$ cat src/rtl/core/tlik_pkg.sv
// Shared types, constants and tables for the two-link leg inverse kinematics unit.
// Holds the transaction structs, register indexes and the CORDIC arctangent table.
// No dependencies.
`default_nettype none

package tlik_pkg;

    // Input and result transactions
    typedef struct packed {
        logic [15:0]        foot_height;
        logic signed [15:0] foot_reach;
    } in_item_t;

    typedef struct packed {
        logic [7:0] hip_servo_deg;
        logic [7:0] knee_servo_deg;
    } out_item_t;

    // Configuration port
    localparam int CFG_IDX_W  = 2;
    localparam int CFG_DATA_W = 16;

    localparam logic [CFG_IDX_W-1:0] REG_UPPER_LINK = 2'd0;
    localparam logic [CFG_IDX_W-1:0] REG_LOWER_LINK = 2'd1;
    localparam logic [CFG_IDX_W-1:0] REG_HIP_OFFSET = 2'd2;

    localparam logic [15:0] UPPER_LINK_RESET = 16'd640;
    localparam logic [15:0] LOWER_LINK_RESET = 16'd640;
    localparam logic [12:0] HIP_OFFSET_RESET = 13'd0;

    // Datapath widths
    localparam int SQRT_IN_W  = 62;
    localparam int SQRT_STEPS = 31;
    localparam int DIV_NUM_W  = 42;
    localparam int DIV_DEN_W  = 41;
    localparam int DIV_STEPS  = 30;
    localparam int CORDIC_XW  = 34;
    localparam int CORDIC_ZW  = 33;
    localparam int RAD_W      = 34;

    localparam int CORDIC_ITERATIONS = 16;
    localparam int ATAN_TABLE_LEN    = 24;

    localparam logic signed [31:0]    ONE_Q30         = 32'sd1073741824;
    localparam logic signed [RAD_W-1:0] PI_Q30        = 34'sd3373259426;
    localparam logic [29:0]           DEG_PER_RAD_Q24 = 30'd961263669;

    // atan(2^-i) in Q30 radians
    localparam logic [29:0] ATAN_TABLE [ATAN_TABLE_LEN] = '{
        30'd843314857, 30'd497837829, 30'd263043837, 30'd133525159,
        30'd67021687,  30'd33543516,  30'd16775851,  30'd8388437,
        30'd4194283,   30'd2097149,   30'd1048576,   30'd524288,
        30'd262144,    30'd131072,    30'd65536,     30'd32768,
        30'd16384,     30'd8192,      30'd4096,      30'd2048,
        30'd1024,      30'd512,       30'd256,       30'd128
    };

endpackage

`default_nettype wire

$ cat src/rtl/core/tlik_sqrt.sv
// Pipelined integer square root, one root bit per stage, floor result.
// Depends on tlik_pkg for widths and step count.
`default_nettype none

module tlik_sqrt (
    input  wire logic                             aclk,
    input  wire logic                             en,
    input  wire logic [tlik_pkg::SQRT_IN_W-1:0]   rad_in,
    output logic      [tlik_pkg::SQRT_STEPS-1:0]  root_out
);

    localparam int N  = tlik_pkg::SQRT_STEPS;
    localparam int IW = tlik_pkg::SQRT_IN_W;
    localparam int RW = N + 2;

    logic [IW-1:0] rad_reg  [N];
    logic [RW-1:0] rem_reg  [N];
    logic [N-1:0]  root_reg [N];
    logic [IW-1:0] rad_next  [N];
    logic [RW-1:0] rem_next  [N];
    logic [N-1:0]  root_next [N];

    for (genvar k = 0; k < N; k++) begin : g_step
        logic [IW-1:0] rad_cur;
        logic [RW-1:0] rem_cur;
        logic [N-1:0]  root_cur;
        logic [RW+2:0] trial;
        if (k == 0) begin : g_first
            assign rad_cur  = rad_in;
            assign rem_cur  = '0;
            assign root_cur = '0;
        end else begin : g_next
            assign rad_cur  = rad_reg[k-1];
            assign rem_cur  = rem_reg[k-1];
            assign root_cur = root_reg[k-1];
        end
        // try (4*rem + pair) - (4*root + 1)
        assign trial = {1'b0, rem_cur, rad_cur[IW-1 -: 2]}
                     - {3'b0, root_cur, 2'b01};
        assign rad_next[k]  = {rad_cur[IW-3:0], 2'b00};
        assign rem_next[k]  = trial[RW+2] ? {rem_cur[RW-3:0], rad_cur[IW-1 -: 2]}
                                          : trial[RW-1:0];
        assign root_next[k] = {root_cur[N-2:0], ~trial[RW+2]};
    end

    always_ff @(posedge aclk) begin
        if (en) begin
            for (int k = 0; k < N; k++) begin
                rad_reg[k]  <= rad_next[k];
                rem_reg[k]  <= rem_next[k];
                root_reg[k] <= root_next[k];
            end
        end
    end

    assign root_out = root_reg[N-1];

endmodule

`default_nettype wire

$ cat config.mk
export PLATFORM = sky130hd
export DESIGN_NAME = tlik_sqrt
export DESIGN_NICKNAME = d
export VERILOG_FILES = /design/src/rtl/core/tlik_pkg.sv /design/src/rtl/core/tlik_sqrt.sv
export SDC_FILE = /design/constraint.sdc
export NUM_CORES = 2
export LEC_CHECK = 0
export BUFFER_PORTS_ARGS = -buffer_cell sky130_fd_sc_hd__buf_4
export CORE_MARGIN = 2
export CORE_UTILIZATION = 57
export CTS_CLUSTER_DIAMETER = 40
export DETAILED_ROUTE_END_ITERATION = 16
export GPL_TIMING_DRIVEN = 0
export PLACE_DENSITY = 0.76
export SETUP_SLACK_MARGIN = 0.3
export SLEW_MARGIN = 20
export SYNTH_ARGS = -nofsm -noshare
export SYNTH_HDL_FRONTEND = slang
export SYNTH_SLANG_ARGS = --single-unit
export TNS_END_PERCENT = 1
$ cat constraint.sdc
create_clock -name aclk -period 3.27 [get_ports aclk]
set_input_delay 0.1635 -clock aclk [delete_from_list [all_inputs] [get_ports aclk]]
set_output_delay 0.1635 -clock aclk [all_outputs]
set_load 0.005 [all_outputs]
==> results.json <==
{
  "run_status": "complete, but fails checks",
  "violations": "negative hold slack, negative setup slack",
  "fp.dieH_um": 441,
  "required_ps": 3930,
  "hold-worst-slack_ps": -265,
  "yosysUniqueCellTypes": 92,
  "cap_violations": 0,
  "hpwl_um": 152000,
  "layout_commonest_cell": "edfxtp_1",
  "finClkSkew_ps": 62.0,
  "dieArea_um2": 194000,
  "synth_edf_count": 2358,
  "final_cell_mix": "2358 x edfxtp_1, 628 x inv_1, 606 x nand2_1, 515 x nor2_1, 447 x a21oi_1",
  "ir_worst_vdd_uv": 654,
  "yosys_warnings": 0,
  "clk_latency_ps": 930,
  "initial_utilization_pct": 57.3,
  "ctsLongestPathBuffers": 4,
  "nets": 9558,
  "slew_headroom_pct": 36.7,
  "period_share_pct": 102,
  "grt_pass1_wl_um": 356000,
  "tightest_slew_ps": 941,
  "grt_use_total_pct": 23.0,
  "power.leakage_nw": 49.4,
  "clock_sinks": 2358,
  "mappedNetlistArea_um2": 109000,
  "numPortBuffers": 94,
  "postLayoutCellArea_um2": 130000,
  "fin_crit_ps": 3350,
  "drt_iter0_drc": 5421,
  "postSynthCellCount": 8363,
  "crit_type": "register to register",
  "drc_errors": 0,
  "avgSynthCellArea_um2": 13.0,
  "overflow": 0,
  "power.density_nw_per_um2": 731,
  "cp-end-kind": "register",
  "setup_ws_ps": -76.8,
  "cts_root_buf": "clkbuf_16",
  "crit_path_max_fanout": 6,
  "antenna_found_initial": 1,
  "routed_wl_um": 229000,
  "dr.pass1.iters": 6,
  "r2r_cells": 9,
  "vias_per_cell": 5.73,
  "grt_pass1_vias": 67187,
  "numCtsBuffers": 335,
  "grt_start_max_net_pins": 169,
  "core_area_um2": 190000,
  "largest_reg_flops": 932,
  "layout-drive-gt1-share_pct": 15.0,
  "hold_viol": 119,
  "gp_congestion": 0.891,
  "io_pins": 95,
  "die_w_um": 441,
  "hp-class": "primary input to register",
  "worstHoldPathCells": 1,
  "setup_viol": 28,
  "clock.fmax_ghz": 0.299,
  "cts_tree": "done",
  "ys_seq_elements": 2358,
  "yosysSeqAreaShare_pct": 65.2,
  "rsz0062_at_grt": "yes",
  "drt-wirelength-per-cell_um": 19.5,
  "drv_slew": 0,
  "vias": 67385,
  "cts_hold_buf": 122,
  "synth_ff_type": "edfxtp_1",
  "htree_num_levels": 5,
  "num_rows": 160,
  "placed_area_um2": 113000,
  "synthToLayoutAreaGrowth_pct": 19.2,
  "crit_arrival_ps": 4010,
  "cp-start-kind": "register",
  "clk_pin_slew_ps": 60,
  "pre_cts_ws_ps": -1390,
  "drtAntennaViolNets": 0,
  "async_reset_ff_share_pct": 0
}
[Yosys cell counts (all sizes together), types with 22 or more instances]
library cell / n / area, um^2
nor4: 93 / 609
a31o: 26 / 228
and3: 42 / 263
mux2: 77 / 867
xor2: 387 / 3390
nand4: 45 / 282
and2: 29 / 181
buf: 28 / 139
o2111ai: 22 / 193
o21a: 89 / 668
nand2: 619 / 2320
or3: 87 / 544
or2: 31 / 194
o31ai: 48 / 360
nor2b: 84 / 526
a21oi: 517 / 2590
or4: 55 / 420
nor3: 199 / 1020
nor2: 554 / 2080
a21o: 205 / 1540
a31oi: 43 / 269
clkbuf: 126 / 474
o211ai: 33 / 248
inv: 642 / 2410
o21ai: 481 / 2410
nand3: 128 / 641
nand2b: 109 / 682
o21bai: 38 / 285
xnor2: 367 / 3210
edfxtp: 2358 / 70800
a211oi: 40 / 305
ha: 494 / 6180
nand3b: 22 / 165
[stage by stage]
stage	total power, mW	utilization, %	std cells	TNS (ps)
floorplan	52.5	-	8364	0
global placement	58.4	59.3	10969	-
detailed placement	57.6	59.6	10986	-435270
CTS	94.1	66.9	11749	0
global route	99.0	68.3	11761	-10120
finish	94.7	68.3	11765	-764
[layout make-up]
type	instances	area [um^2]
inverters	645	2440
flip-flops and latches	2358	70800
diodes	4	10.0
clock buffers	378	8710
clock inverters	209	2350
repair buffers	299	2970
fillers	12871	60200
multi-input cells	5207	38000
well taps	2511	3140
plain buffers	154	1140
[what timing repair did]
item | 4_1_cts | 5_1_grt
resized for setup | 318 | 640
endpoints found under the setup margin | 915 | 948
gates cloned | 1 | 1
hold endpoints to repair | 201 | 138
buffers inserted | 53 | 11
pin swaps | 44 | 156
[final timing paths]
check	startpoint	end	slack, ps
hold reg to reg	rad_reg[1][37]$_DFFE_PP_	rad_reg[1][99]$_DFFE_PP_	390
setup / recovery	rem_reg[1][71]$_DFFE_PP_	rem_reg[1][106]$_DFFE_PP_	-80
setup reg to reg	rem_reg[1][71]$_DFFE_PP_	rem_reg[1][106]$_DFFE_PP_	-80
hold / removal	en	rem_reg[0][64]$_SDFFCE_PP0P_	-260
[worst max-delay path: stages (launching register included)]
cell	delay (ps)
edfxtp_1	440
ha_4	300
a21o_1	190
a221oi_2	280
o211ai_1	230
a41oi_2	380
o31ai_4	130
or4_4	640
clkbuf_16	200
mux2_2	290
[layer usage]
metal	vias up	global-route usage (%)	wire length, um
li1	32271	-	-
met1	32841	30.4	98000
met2	1741	39.2	114000
met3	532	3.04	9750
met4	0	8.03	7220
met5	-	0	0
[power breakdown]
| group | internal, mW | leakage [nW] | switching [mW] | total [mW] |
|---|---|---|---|---|
| sequential | 38.2 | 22.7 | 2.54 | 40.7 |
| combinational | 7.95 | 21.4 | 10.6 | 18.5 |
| clock | 22.1 | 5.34 | 13.4 | 35.5 |
[cell families (layout without fill, tap and decap cells)]
kind of cell,Yosys count,in the layout,share of synthesized area [%]
buffers and inverters,799,1685,2.79
xor gates and xnor gates,754,754,6.08
AOI/OAI and AO/OA,1703,1703,9.68
DFF,2358,2358,65.2
other,1,6,0.00345
and+or+nand+nor,2158,2158,9.63
adders and majority gates,494,494,5.69
muxes,96,96,0.973
(Power assumes the default switching activity.)
