### config.mk
export PLATFORM = sky130hd
export DESIGN_NAME = tlik_cordic
export DESIGN_NICKNAME = d
export VERILOG_FILES = /design/src/rtl/core/tlik_pkg.sv /design/src/rtl/core/tlik_cordic.sv
export SDC_FILE = /design/constraint.sdc
export NUM_CORES = 2
export LEC_CHECK = 0
export ABC_CLOCK_PERIOD_IN_PS = 6550
export BUFFER_PORTS_ARGS = -buffer_cell sky130_fd_sc_hd__buf_2
export CAP_MARGIN = 20
export CORE_UTILIZATION = 30
export DETAILED_ROUTE_END_ITERATION = 7
export PLACE_DENSITY = 0.54
export SLEW_MARGIN = 20
export SYNTH_ARGS = -nofsm -noshare
export SYNTH_HDL_FRONTEND = slang
export SYNTH_SLANG_ARGS = --single-unit
### constraint.sdc
create_clock -name aclk -period 6.55 [get_ports aclk]
set_input_delay 1.965 -clock aclk [delete_from_list [all_inputs] [get_ports aclk]]
set_output_delay 1.965 -clock aclk [all_outputs]
set_load 0.02 [all_outputs]
### src/rtl/core/tlik_pkg.sv
// Shared types, constants and tables for the two-link leg inverse kinematics unit.
// Holds the transaction structs, register indexes and the CORDIC arctangent table.
// No dependencies.
`default_nettype none

package tlik_pkg;

    // Input and result transactions
    typedef struct packed {
        logic [15:0]        foot_height;
        logic signed [15:0] foot_reach;
    } in_item_t;

    typedef struct packed {
        logic [7:0] hip_servo_deg;
        logic [7:0] knee_servo_deg;
    } out_item_t;

    // Configuration port
    localparam int CFG_IDX_W  = 2;
    localparam int CFG_DATA_W = 16;

    localparam logic [CFG_IDX_W-1:0] REG_UPPER_LINK = 2'd0;
    localparam logic [CFG_IDX_W-1:0] REG_LOWER_LINK = 2'd1;
    localparam logic [CFG_IDX_W-1:0] REG_HIP_OFFSET = 2'd2;

    localparam logic [15:0] UPPER_LINK_RESET = 16'd640;
    localparam logic [15:0] LOWER_LINK_RESET = 16'd640;
    localparam logic [12:0] HIP_OFFSET_RESET = 13'd0;

    // Datapath widths
    localparam int SQRT_IN_W  = 62;
    localparam int SQRT_STEPS = 31;
    localparam int DIV_NUM_W  = 42;
    localparam int DIV_DEN_W  = 41;
    localparam int DIV_STEPS  = 30;
    localparam int CORDIC_XW  = 34;
    localparam int CORDIC_ZW  = 33;
    localparam int RAD_W      = 34;

    localparam int CORDIC_ITERATIONS = 16;
    localparam int ATAN_TABLE_LEN    = 24;

    localparam logic signed [31:0]    ONE_Q30         = 32'sd1073741824;
    localparam logic signed [RAD_W-1:0] PI_Q30        = 34'sd3373259426;
    localparam logic [29:0]           DEG_PER_RAD_Q24 = 30'd961263669;

    // atan(2^-i) in Q30 radians
    localparam logic [29:0] ATAN_TABLE [ATAN_TABLE_LEN] = '{
        30'd843314857, 30'd497837829, 30'd263043837, 30'd133525159,
        30'd67021687,  30'd33543516,  30'd16775851,  30'd8388437,
        30'd4194283,   30'd2097149,   30'd1048576,   30'd524288,
        30'd262144,    30'd131072,    30'd65536,     30'd32768,
        30'd16384,     30'd8192,      30'd4096,      30'd2048,
        30'd1024,      30'd512,       30'd256,       30'd128
    };

endpackage

`default_nettype wire

### src/rtl/core/tlik_cordic.sv
// Pipelined vectoring CORDIC: atan2(y, x) for x >= 0 in Q30 radians.
// One iteration per stage. Depends on tlik_pkg for the arctangent table.
`default_nettype none

module tlik_cordic (
    input  wire logic                                   aclk,
    input  wire logic                                   en,
    input  wire logic signed [tlik_pkg::CORDIC_XW-1:0]  x_in,
    input  wire logic signed [tlik_pkg::CORDIC_XW-1:0]  y_in,
    output logic signed      [tlik_pkg::CORDIC_ZW-1:0]  z_out
);

    localparam int N  = tlik_pkg::CORDIC_ITERATIONS;
    localparam int XW = tlik_pkg::CORDIC_XW;
    localparam int ZW = tlik_pkg::CORDIC_ZW;

    logic signed [XW-1:0] x_reg  [N];
    logic signed [XW-1:0] y_reg  [N];
    logic signed [ZW-1:0] z_reg  [N];
    logic                 zf_reg [N];
    logic signed [XW-1:0] x_next [N];
    logic signed [XW-1:0] y_next [N];
    logic signed [ZW-1:0] z_next [N];
    logic                 zf_next [N];

    for (genvar i = 0; i < N; i++) begin : g_iter
        logic signed [XW-1:0] x_cur;
        logic signed [XW-1:0] y_cur;
        logic signed [ZW-1:0] z_cur;
        logic signed [ZW-1:0] step;
        logic                 up;
        if (i == 0) begin : g_first
            assign x_cur      = x_in;
            assign y_cur      = y_in;
            assign z_cur      = '0;
            assign zf_next[i] = (y_in == '0);
        end else begin : g_next
            assign x_cur      = x_reg[i-1];
            assign y_cur      = y_reg[i-1];
            assign z_cur      = z_reg[i-1];
            assign zf_next[i] = zf_reg[i-1];
        end
        assign step      = $signed({3'b000, tlik_pkg::ATAN_TABLE[i]});
        assign up        = y_cur > 0;
        assign x_next[i] = up ? x_cur + (y_cur >>> i) : x_cur - (y_cur >>> i);
        assign y_next[i] = up ? y_cur - (x_cur >>> i) : y_cur + (x_cur >>> i);
        assign z_next[i] = up ? z_cur + step : z_cur - step;
    end

    always_ff @(posedge aclk) begin
        if (en) begin
            for (int i = 0; i < N; i++) begin
                x_reg[i]  <= x_next[i];
                y_reg[i]  <= y_next[i];
                z_reg[i]  <= z_next[i];
                zf_reg[i] <= zf_next[i];
            end
        end
    end

    // a zero y component gives a zero angle
    assign z_out = zf_reg[N-1] ? '0 : z_reg[N-1];

endmodule

`default_nettype wire

==> flow_summary_export.csv <==
group,metric,value,unit
logic_synthesis,yosys-top-cells-area,"edfxtp_1, ha_1, xnor2_1, a21oi_1, xor2_1",
flow_run,maxCapViolCount,0,
placement,dp_hpwl,260.6,mm
logic_synthesis,synth_top_area_cell,"edfxtp_1",
critical_path,rr_worst_depth,25,
finish,n_fill_cell,41650,
critical_path,crit_top_cell,"or3_4",
sta,fin_skew,0.1010,ns
logic_synthesis,synthCells,12750,
sta,worst_pin_slew,1.069,ns
floorplanning,num_rows,234,
global_route,grtUsageTotal,0.1531,
sta,final.period_utilization,1.005,
logic_synthesis,synth_top_area_frac,0.3608,
cts,root_buffer,"clkbuf_16",
cts,clk_pin_slew,0.05,ns
critical_path,reg2reg_slack,-0.03,ns
finish,multi_input_area,0.07570,mm^2
placement,numPortBuffers,102,
global_route,grt_pass1_vias,92490,
global_route,grt_pass1_wl,509.6,mm
sta,max_freq,151.9,MHz
logic_synthesis,synth.most_common_cell,"edfxtp_1",
cts,cts_tree,"yes",
critical_path,slowest_stage,"or4_4",
critical_path,startpoint_type,"flip-flop",
global_route,grt_overflow,0,
finish,largest_reg_flops,510,
sta,drv_slew,0,
hold_path,min_path_type,"flip-flop to flip-flop",
detailed_routing,wl_per_cell,17.20,um
placement,place_congestion,0.8976,
cts,cts_sinks,1469,
cts,htree_levels,4,
logic_synthesis,ys_seq_elements,1469,
critical_path,r2r-start,"y_reg[0][39]$_DFFE_PP_",
cts,cts_buffers,183,
logic_synthesis,synth_edf_count,1469,
critical_path,startpoint,"y_reg[0][39]$_DFFE_PP_",
finish,fin_area,0.1392,mm^2
placement,placed_area,0.1326,mm^2
logic_synthesis,synth.avg_cell_area,9.588,um^2
detailed_routing,drt-pass1-iter-count,6,
status,status,"complete, but fails checks",
logic_synthesis,syn-num-nets,14220,
cts,hold_buffers,0,
cts,cts_max_path_buffers,4,
sta,rsz0062_at_grt,"true",
sta,setup_violations,1,
floorplanning,die_w,640.4,um
logic_synthesis,async_flop_share,0,
logic_synthesis,yosysWarnings,0,
critical_path,crit_path_end,"y_reg[0][101]$_DFFE_PP_",
sta,min_period,6.582,ns
cts,clock_latency,0.92,ns
detailed_routing,avgViaCountPerCell,5.038,
finish,final_layout_size_suffix_gt1_frac,0.08079,
logic_synthesis,synthFlopType,"edfxtp_1",
floorplanning,num_io_pins,103,
detailed_routing,drc,0,
critical_path,path_max_fanout,6,
sta,layout_setup_ws,-0.03225,ns
floorplanning,core_area,0.4058,mm^2
logic_synthesis,netlist_area,0.1223,mm^2
detailed_routing,wirelength,325.0,mm
logic_synthesis,synth_commonest_cells,"edfxtp_1, ha_1, a21oi_1, xnor2_1, nor2_1",
critical_path,critPathArrivalTime,7.18,ns
global_route,grt_max_degree,153,
sta,slew_headroom,0.2810,
logic_synthesis,yosysSeqAreaShare,0.3608,
detailed_routing,ant_nets,0,
critical_path,worstSetupEndpointType,"flip-flop",
global_route,antenna_found_initial,4,
floorplanning,start_util,0.3013,
finish,area_growth,13.87,%
logic_synthesis,synth_cell_type_count,86,
finish,ff_latch_area,0.04411,mm^2
status,failed_checks,"negative setup slack",
detailed_routing,dr.first_iter.drc_count,5833,
sta,timing.final.hold_violations,0,
critical_path,slowest_delay,0.45,ns
detailed_routing,vias,95190,
floorplanning,fp.dieH,640.4,um
critical_path,cp_data_required_time,7.14,ns
floorplanning,dieArea,0.4101,mm^2
finish,nets,14790,
critical_path,criticalPathCategory,"flip-flop to flip-flop",
critical_path,r2r-end,"y_reg[0][101]$_DFFE_PP_",
metrics by stage:
stage / std cells / TNS (ns) / setup slack (ns) / utilization / hold WS [ns]
after CTS: 18880 / -0.06767 / -0.06767 / 0.3416 / 0.4101
after detailed placement: 18540 / -1.103 / -0.3682 / 0.3268 / 0.4045
final: 18900 / -0.03225 / -0.03225 / 0.3431 / 0.4078
after global routing: 18900 / -1.288 / -0.2553 / 0.3431 / 0.4182
after floorplan: 12750 / -0.01753 / -0.01753 / - / 0.4003
after global placement: 18540 / -2.381 / -0.5619 / 0.3268 / 0.4011
kinds of logic after synthesis:
family | Yosys count | share of synthesized area
compound gates | 3842 | 0.1987
xor+xnor | 1811 | 0.1297
fa+ha+maj | 1398 | 0.1457
buf+inv | 802 | 0.02491
flops | 1469 | 0.3608
mux | 45 | 0.003807
simple gates | 3384 | 0.1364
layout by cell type, fill, tap and decap left out, types with 183 or more instances in the layout:
cell          n
inv_1       583
nor2_1      950
edfxtp_1   1469
a21o_1      586
xor2_1      610
xnor2_1    1200
nor3_1      288
a21oi_1    1188
ha_1       1347
buf_4       465
nor2b_1     233
nand2b_1    252
o21ai_0     785
nand3_1     202
clkbuf_16   183
nand2_1     713
critical path, delay by kind of cell (launching register included):
family | cells | cell delay (ns)
and+or+nand+nor | 11 | 3.01
DFF | 1 | 0.41
AOI/OAI and AO/OA | 9 | 2.06
buffers and inverters | 2 | 0.33
adders and majority gates | 1 | 0.30
xor gates and xnor gates | 2 | 0.24
routing by layer:
metal,track usage,up-vias,part of all wire
li1,-,48530,-
met1,0.1922,44600,0.45
met2,0.2723,1611,0.48
met3,0.01618,450,0.034
met4,0.05120,0,0.034
met5,0,-,0
repair_timing:
item	4_1_cts	5_1_grt
resized for setup	12	125
setup buffers	9	22
pin swaps	9	46
endpoints found under the setup margin	11	93
endpoints found under the hold margin	0	0
area by class of cell:
type                    instances  area share
diodes                          1  0.00001798
clock buffers                 210     0.03362
clock inverters               117    0.008422
inverters                     596     0.01610
multi-input cells           10480      0.5438
flip-flops and latches       1469      0.3169
well taps                    5428     0.04879
repair buffers                595     0.03238
how the worst min path moves through the flow:
| stage | from | end | slack [ns] | cells after the start |
|---|---|---|---|---|
| 6_report | zf_reg[0][6]$_DFFE_PP_ | zf_reg[0][7]$_DFFE_PP_ | 0.41 | 0 |
| 2_1_floorplan | z_reg[0][133]$_DFFE_PP_ | z_reg[0][166]$_DFFE_PP_ | 0.40 | 0 |
| 4_1_cts | zf_reg[0][6]$_DFFE_PP_ | zf_reg[0][7]$_DFFE_PP_ | 0.41 | 0 |
| 5_1_grt | zf_reg[0][6]$_DFFE_PP_ | zf_reg[0][7]$_DFFE_PP_ | 0.42 | 0 |
| 3_5_place_dp | z_reg[1][71]$_DFFE_PP_ | z_reg[1][104]$_DFFE_PP_ | 0.40 | 0 |
| 3_3_place_gp | zf_reg[0][5]$_DFFE_PP_ | zf_reg[0][6]$_DFFE_PP_ | 0.40 | 0 |
Power is not shown: default switching activity piles up to over one toggle a cycle in this logic, so the estimate is an artifact.
